[config.mk]
export PLATFORM = sky130hd
export DESIGN_NAME = gsff_csr_regs
export DESIGN_NICKNAME = d
export VERILOG_FILES = /design/src/design/gsff_pkg.sv /design/src/design/gsff_csr_regs.sv
export SDC_FILE = /design/constraint.sdc
export NUM_CORES = 1
export LEC_CHECK = 0
export ABC_AREA = 1
export BUFFER_PORTS_ARGS = -buffer_cell sky130_fd_sc_hd__buf_2
export CORE_MARGIN = 1.5
export CORE_UTILIZATION = 35
export DETAILED_ROUTE_END_ITERATION = 10
export GPL_ROUTABILITY_DRIVEN = 0
export PLACE_DENSITY = 0.6
export SYNTH_ARGS = -nofsm -noshare
export SYNTH_HDL_FRONTEND = slang
export SYNTH_SLANG_ARGS = --single-unit
[constraint.sdc]
create_clock -name clock -period 2.75 [get_ports clock]
set_input_delay 0.55 -clock clock [delete_from_list [all_inputs] [get_ports clock]]
set_output_delay 0.55 -clock clock [all_outputs]
set_load 0.05 [all_outputs]
[src/design/gsff_pkg.sv]
// Package of the Gaussian-sum form factor block: widths, constants, types and
// the reciprocal tables of the exponential series. Depends on nothing.
`default_nettype none

package gsff_pkg;

   localparam int MaxTerms  = 5;
   localparam int XW        = 24;
   localparam int SqW       = 28;
   localparam int CoefW     = 32;
   localparam int PairW     = 2 * CoefW;
   localparam int TW        = CoefW + SqW;
   localparam int RemW      = 38;
   localparam int KW        = 6;
   localparam int DivBits   = 2;
   localparam int DivStages = KW / DivBits;
   localparam int RW        = 32;
   localparam int PW        = 33;
   localparam int NW        = 4;
   localparam int ShW       = 6;
   localparam int HornerDeg = 12;
   localparam int FfW       = 32;
   localparam int SumW      = 35;
   localparam int CntW      = 3;
   localparam int IdxW      = 3;
   localparam int LaneLat   = 2 + DivStages + 2 * HornerDeg + 2;
   localparam int PipeDepth = 1 + LaneLat + 3;

   localparam logic [RW-1:0] LnTwo  = 32'hB17217F8;
   localparam logic [PW-1:0] OneQ32 = {1'b1, {RW{1'b0}}};
   localparam logic [TW-1:0] ExpCut = TW'(23) << 40;

   typedef enum logic [IdxW-1:0] {
      CsrTermCount = 3'd0,
      CsrPair0     = 3'd1,
      CsrOffset    = 3'd6
   } csr_index_type;

   typedef struct packed {
      logic [CntW-1:0]                  n_terms;
      logic [MaxTerms-1:0][CoefW-1:0]   a;
      logic [MaxTerms-1:0][CoefW-1:0]   b;
      logic [CoefW-1:0]                 c;
   } cfg_type;

   typedef struct packed {
      logic          cut;
      logic [KW-1:0] k;
      logic [RW-1:0] r;
      logic [PW-1:0] p;
   } lane_bus_type;

   // Rounded-up reciprocal so that floor(m * recip >> shift) == m / n for
   // every 32-bit m.
   function automatic logic [PW-1:0] recip_of(input logic [NW-1:0] n);
      logic [PW-1:0] v;
      unique case (n)
         4'd3, 4'd6, 4'd12: v = 33'h1_5555_5556;
         4'd5, 4'd10:       v = 33'h1_9999_999A;
         4'd7:              v = 33'h1_2492_4925;
         4'd9:              v = 33'h1_C71C_71C8;
         4'd11:             v = 33'h1_745D_1746;
         default:           v = OneQ32;
      endcase
      return v;
   endfunction

   function automatic logic [ShW-1:0] shift_of(input logic [NW-1:0] n);
      logic [ShW-1:0] v;
      unique case (n)
         4'd0, 4'd1:               v = 6'd32;
         4'd2:                     v = 6'd33;
         4'd3, 4'd4:               v = 6'd34;
         4'd5, 4'd6, 4'd7, 4'd8:   v = 6'd35;
         default:                  v = 6'd36;
      endcase
      return v;
   endfunction

endpackage

`default_nettype wire

[src/design/gsff_csr_regs.sv]
// Configuration registers: term count, coefficient pairs and offset.
// Depends on gsff_pkg.
`default_nettype none

module gsff_csr_regs
   import gsff_pkg::*;
(
   input  wire logic             clock,
   input  wire logic             reset,
   input  wire logic             wr_en,
   input  wire logic [IdxW-1:0]  wr_index,
   input  wire logic [PairW-1:0] wr_data,
   output cfg_type               cfg
);

   logic [CntW-1:0]                 count_ff;
   logic [MaxTerms-1:0][PairW-1:0]  pair_ff;
   logic [CoefW-1:0]                offset_ff;
   logic [IdxW-1:0]                 pair_sel;

   assign pair_sel = wr_index - CsrPair0;

   always_ff @(posedge clock) begin
      if (reset) begin
         count_ff  <= '0;
         pair_ff   <= '0;
         offset_ff <= '0;
      end else if (wr_en) begin
         priority if (wr_index == CsrTermCount) begin
            count_ff <= wr_data[CntW-1:0];
         end else if (wr_index >= CsrPair0 && wr_index < IdxW'(CsrPair0 + MaxTerms)) begin
            pair_ff[pair_sel] <= wr_data;
         end else if (wr_index == CsrOffset) begin
            offset_ff <= wr_data[CoefW-1:0];
         end
      end
   end

   always_comb begin
      cfg.n_terms = (count_ff > CntW'(MaxTerms)) ? CntW'(MaxTerms) : count_ff;
      for (int i = 0; i < MaxTerms; i++) begin
         cfg.a[i] = pair_ff[i][PairW-1:CoefW];
         cfg.b[i] = pair_ff[i][CoefW-1:0];
      end
      cfg.c = offset_ff;
   end

endmodule

`default_nettype wire

==> flow_summary.toml, run 1 <==
[layout]
diodes = 0
layout_commonest_cell = "nor2_1"
multiInputGateArea_sq_um = 5969
final_util = 0.4536
final_cell_mix = "707 x nor2_1, 424 x buf_2, 355 x dfxtp_1"
num-nets-final = 2434
drive_gt1_frac = 0.2247
fillers = 4132
regArea_sq_um = 7107
fin_area_sq_um = 18060
syn_to_final_growth_pct = 27.79

[global_route]
antenna_found_initial = 1
overflow = 0
grt_pass1_wl_um = 74060
grt_pass1_vias = 13030
track_usage = 0.2256
grt_max_degree = 78

[timing]
setup_tns_ps = 0
slew_viol_final = 0
clock_skew_ps = 0
hold_viol = 0
setup_viol_count_final = 0
fin_crit_sh = 0.7423
period_minus_slack_ps = 2041
fmax_ghz = 0.4899
slew_headroom = 0.6500
tightestPinTransition_ps = 524.9
rsz0062_at_grt = "false"

[pwr]
vdd_drop_max_mv = 0.3908
netSwitchingPower_mw = 3.484
internal-power_mw = 8.957
combPwrFrac = 0.142
clkPwrFrac = 0.425
seqPwrFrac = 0.432
powerDensity_nw_per_um2 = 688.7
swShare = 0.2800
p_leak_nw = 8.888
fin_total_pwr_mw = 12.44

[worst_hold_path]
worstHoldPathType = "in -> reg"
hp-start = "wr_data[2]"

[placed_design]
dp_hpwl_um = 32240
io_buffers = 424
placedInstanceArea_sq_um = 16780

[synth]
syn-instance-count = 1994
synth-edff-count = 0
synth-seq-cells = 355
async_flop_share = 0
synth.net_count = 2068
ys.flop_type = "dfxtp_1"
synth_area_per_cell_sq_um = 7.089
yosysWarnings = 0
ys_seq_area_frac = 0.5027
synthesis.area_sq_um = 14140
netlist-cell-type-count = 18

[floorplan]
die_w_um = 204.0
core_area_sq_um = 39820
num_io_pins = 425
dieArea_sq_um = 41600
fp-row-count = 73
initial_core_util = 0.3550
die_h_um = 204.0

[clock_network]
cts_tree = "built"
cts_resized = 0
cts_made_buffers = 40
cts_buffer_depth = 3
clkSlewWorstSetupHoldPaths_ps = 60
root_buffer = "clkbuf_16"
postCtsSetupRepairBufs = 0
hold_buffers = 0
clock_sinks = 355
clock_latency_ps = 540
h-tree-depth = 2

[setup_path]
cp.arrival_ps = 2470
critical_path_required_ps = 3180
cp_max_fo = 27
startpoint_type = "input port"
end_kind = "flip-flop"
critPathKind = "in -> reg"
r2r-start = "offset_ff[10]"
crit_start = "wr_index[0]"

[drt]
vias = 13884
routedWlPerCell_um = 16.42
dr.first_iter.drc_count = 834
routed_wl_um = 47790
vias_per_cell = 4.771
drt_pre_antenna_iters = 5
drtAntennaViolNets = 0
drc = 0

[flow_run]
drv_cap = 0

[outcome]
status = "finished, final reports clean"
area by class of cell:
| cell class | count | area share |
|---|---|---|
| tap | 525 | 0.03636 |
| multi-input combinational | 1421 | 0.3304 |
| inverter | 75 | 0.01600 |
| clock buffer | 62 | 0.06559 |
| timing repair buffer | 467 | 0.1527 |
| clock inverter | 5 | 0.005541 |
| sequential | 355 | 0.3934 |
Yosys cell counts, types with 3 or more instances:
cell type	number	area share
buf_2	59	0.021
o21ai_0	4	0.0014
clkbuf_1	30	0.0080
nand3_1	327	0.12
buf_4	4	0.0021
a21oi_1	35	0.012
buf_1	24	0.0064
dfxtp_1	355	0.50
inv_2	3	0.00080
nand2_1	331	0.088
buf_6	26	0.021
nor2_1	712	0.19
inv_1	72	0.019
ha_1	4	0.0035
nor2_8	5	0.0071
sequential cells by signal, summed over array words and instances (netlist names):
name       count
count_ff       3
offset_ff     32
cfg          320
per-stage QoR:
| stage | instances | setup slack (ps) | hold slack [ps] |
|---|---|---|---|
| floorplan | 1994 | 570.4 | 423.7 |
| global placement | 2843 | 275.2 | 452.3 |
| detailed placement | 2843 | 149.8 | 462.7 |
| CTS | 2910 | 733.7 | 275.0 |
| global route | 2910 | 539.2 | 316.0 |
| finish | 2910 | 708.6 | 308.5 |
power groups by stage:
stage | sequential, mW | combinational, mW | clock, mW
4_1_cts | 5.38 | 1.78 | 5.39
2_1_floorplan | 6.01 | 0.724 | 0
6_report | 5.38 | 1.77 | 5.29
3_5_place_dp | 5.49 | 1.77 | 0
5_1_grt | 5.39 | 1.91 | 5.60
3_3_place_gp | 5.49 | 1.76 | 0
kinds of logic (layout without fill, tap and decap cells):
| family | after synthesis | count (layout) | synth area share |
|---|---|---|---|
| buffers and inverters | 218 | 609 | 0.07798 |
| flip-flops | 355 | 355 | 0.5027 |
| AO/OA/AOI/OAI | 39 | 39 | 0.01381 |
| adder cells (fa/ha/maj) | 4 | 4 | 0.003541 |
| AND/OR/NAND/NOR | 1378 | 1378 | 0.4019 |
routing by layer:
metal	up-vias	share of wire	routed length [um]	track usage
met5	-	0.00021	10	0
met4	2	0.027	1279	0.08430
met3	88	0.081	3873	0.05421
met2	532	0.45	21740	0.3579
met1	6336	0.44	20890	0.2969
li1	6926	-	-	-
worst max-delay path: stages:
cell and delay, ps:
buf_2 200, inv_1 210, ha_1 410, inv_1 110, nand3_1 210, nor2_4 190, buf_4 340, nand3_1 130
nand2_1 80, nor2_1 40
final timing paths:
kind                            cells past startpoint            end  slack, ps
worst max-delay path                               10       cfg[140]        710
worst min register to register                      2    count_ff[0]        470
worst min-delay path                                3    count_ff[2]        310
worst max register to register                      2  offset_ff[10]       2130
(Power assumes the default switching activity.)
==> run 2: changes to the inputs <==
Settings changed: PLACE_DENSITY 0.6 to 0.62.
Clock period 2.75 ns to 1.75 ns, I/O delays scaled along.
==> run 2 against run 1 <==
Compared with the run above:
- global-route usage shrank 0.40 points
- wire length shrank 0.33%
- register-to-register slack lost 1000 ps
- total power grew 63%
- sequential power grew 57%
- core utilization grew 1.6 points
- setup slack lost 590 ps
- clock skew is the same
- die area is the same
- clock power grew 68%
- non-clock buffer count grew 37
- critical path type is now reg -> out
- highest routed layer unchanged
==> flow_summary.toml, run 2 (same netlist as run 1, synthesis figures left out) <==
[outcome]
status = "finished, final reports clean"

[floorplan]
initial_core_util = 0.3550
core_area_sq_um = 39820
dieArea_sq_um = 41600
fp-row-count = 73
die_w_um = 204.0
die_h_um = 204.0
num_io_pins = 425

[setup_path]
critPathKind = "reg -> out"
critical_path_required_ps = 1400
r2r_slack_ps = 1120
cp_max_fo = 3
end_kind = "output port"
rr_worst_depth = 2
cp.arrival_ps = 1280
worstReg2RegEnd = "offset_ff[27]"
cp-endpoint = "cfg[352]"
r2r-start = "offset_ff[27]"
startpoint_type = "flip-flop"
crit_start = "count_ff[2]"

[placed_design]
dp.cells = 2880
dp_hpwl_um = 32890
io_buffers = 424
placedInstanceArea_sq_um = 17310

[layout]
final_util = 0.4701
syn_to_final_growth_pct = 32.43
num-nets-final = 2471
layout_commonest_cell = "nor2_1"
fin_area_sq_um = 18720
diodes = 0
final_cell_mix = "707 x nor2_1, 423 x buf_2, 355 x dfxtp_1"
largest_reg_flops = 320
drive_gt1_frac = 0.2464
instances_no_fill = 2952

[drt]
dr.first_iter.drc_count = 786
vias_per_cell = 4.802
drc = 0
drtAntennaViolNets = 0
routed_wl_um = 47640
routedWlPerCell_um = 16.14
vias = 14176
drt_pre_antenna_iters = 5

[worst_hold_path]
hp-start = "wr_data[2]"
worstHoldPathType = "in -> reg"

[clock_network]
clock_sinks = 355
h-tree-depth = 2
cts_made_buffers = 40
cts_buffer_depth = 3
clock_latency_ps = 540
cts_tree = "built"
postCtsSetupRepairBufs = 0
root_buffer = "clkbuf_16"
clkSlewWorstSetupHoldPaths_ps = 60

[timing]
tightestPinTransition_ps = 417.2
period_minus_slack_ps = 1627
slew_headroom = 0.7219
fmax_ghz = 0.6147
clock_skew_ps = 0
hold_viol = 0
slew_viol_final = 0
fin_crit_sh = 0.9296
setup_viol_count_final = 0
rsz0062_at_grt = "false"

[flow_run]
drv_cap = 0

[pwr]
vdd_drop_max_mv = 0.7941
powerDensity_nw_per_um2 = 1083
fin_total_pwr_mw = 20.27
p_leak_nw = 9.214

[global_route]
overflow = 0
grt_pass1_vias = 13176
grt_max_degree = 65
antenna_found_initial = 1
track_usage = 0.2217
grt_pass1_wl_um = 72640
## run 2: layout make-up
class                           count  area (sq um)
Clock buffer                       54          1175
Clock inverter                     18         232.7
Fill cell                        4032         21100
Inverter                           75         296.5
Multi-Input combinational cell   1421          6015
Sequential cell                   355          7107
Tap cell                          525         656.9
Timing Repair Buffer              504          3238
## run 2: repair_timing
action | CTS | global route
gates resized for setup | 0 | 2
endpoints found under the setup margin | 0 | 1
hold buffers | 0 | 0
## run 2: per-stage QoR
stage               setup TNS, ps  hold WS (ps)  setup slack, ps
floorplan                       0         426.4            19.79
global placement           -41860         448.9           -173.3
detailed placement         -47560         449.3           -196.7
CTS                             0         88.92            29.64
global route                    0         121.8            6.375
finish                          0         119.5            123.2
## run 2: worst min-delay path by stage
stage	end	slack [ps]	cells after the start
4_1_cts	count_ff[2]	90	3
5_1_grt	count_ff[1]	120	3
3_3_place_gp	count_ff[0]	450	2
2_1_floorplan	count_ff[0]	430	2
6_report	count_ff[2]	120	3
3_5_place_dp	count_ff[0]	450	2
## run 2: critical path, stage by stage (launching register included)
cell and delay (ps):
dfxtp_1 340, inv_1 60, o21ai_1 120, buf_4 210
## run 2: where the power goes
group	leakage (nW)	switching [mW]	total (mW)	internal [mW]
combinational	5.64	2.11	2.91	0.801
clock	0.700	3.43	8.89	5.46
sequential	2.87	0.141	8.47	8.33
total	9.21	5.68	20.3	14.6
## run 2: routing by layer
layer / vias to the layer above / share of wire / global-route usage
li1: 7026 / - / -
met1: 6581 / 0.42 / 0.2783
met2: 497 / 0.47 / 0.3711
met3: 70 / 0.082 / 0.05421
met4: 2 / 0.023 / 0.07405
met5: - / 0.00023 / 0
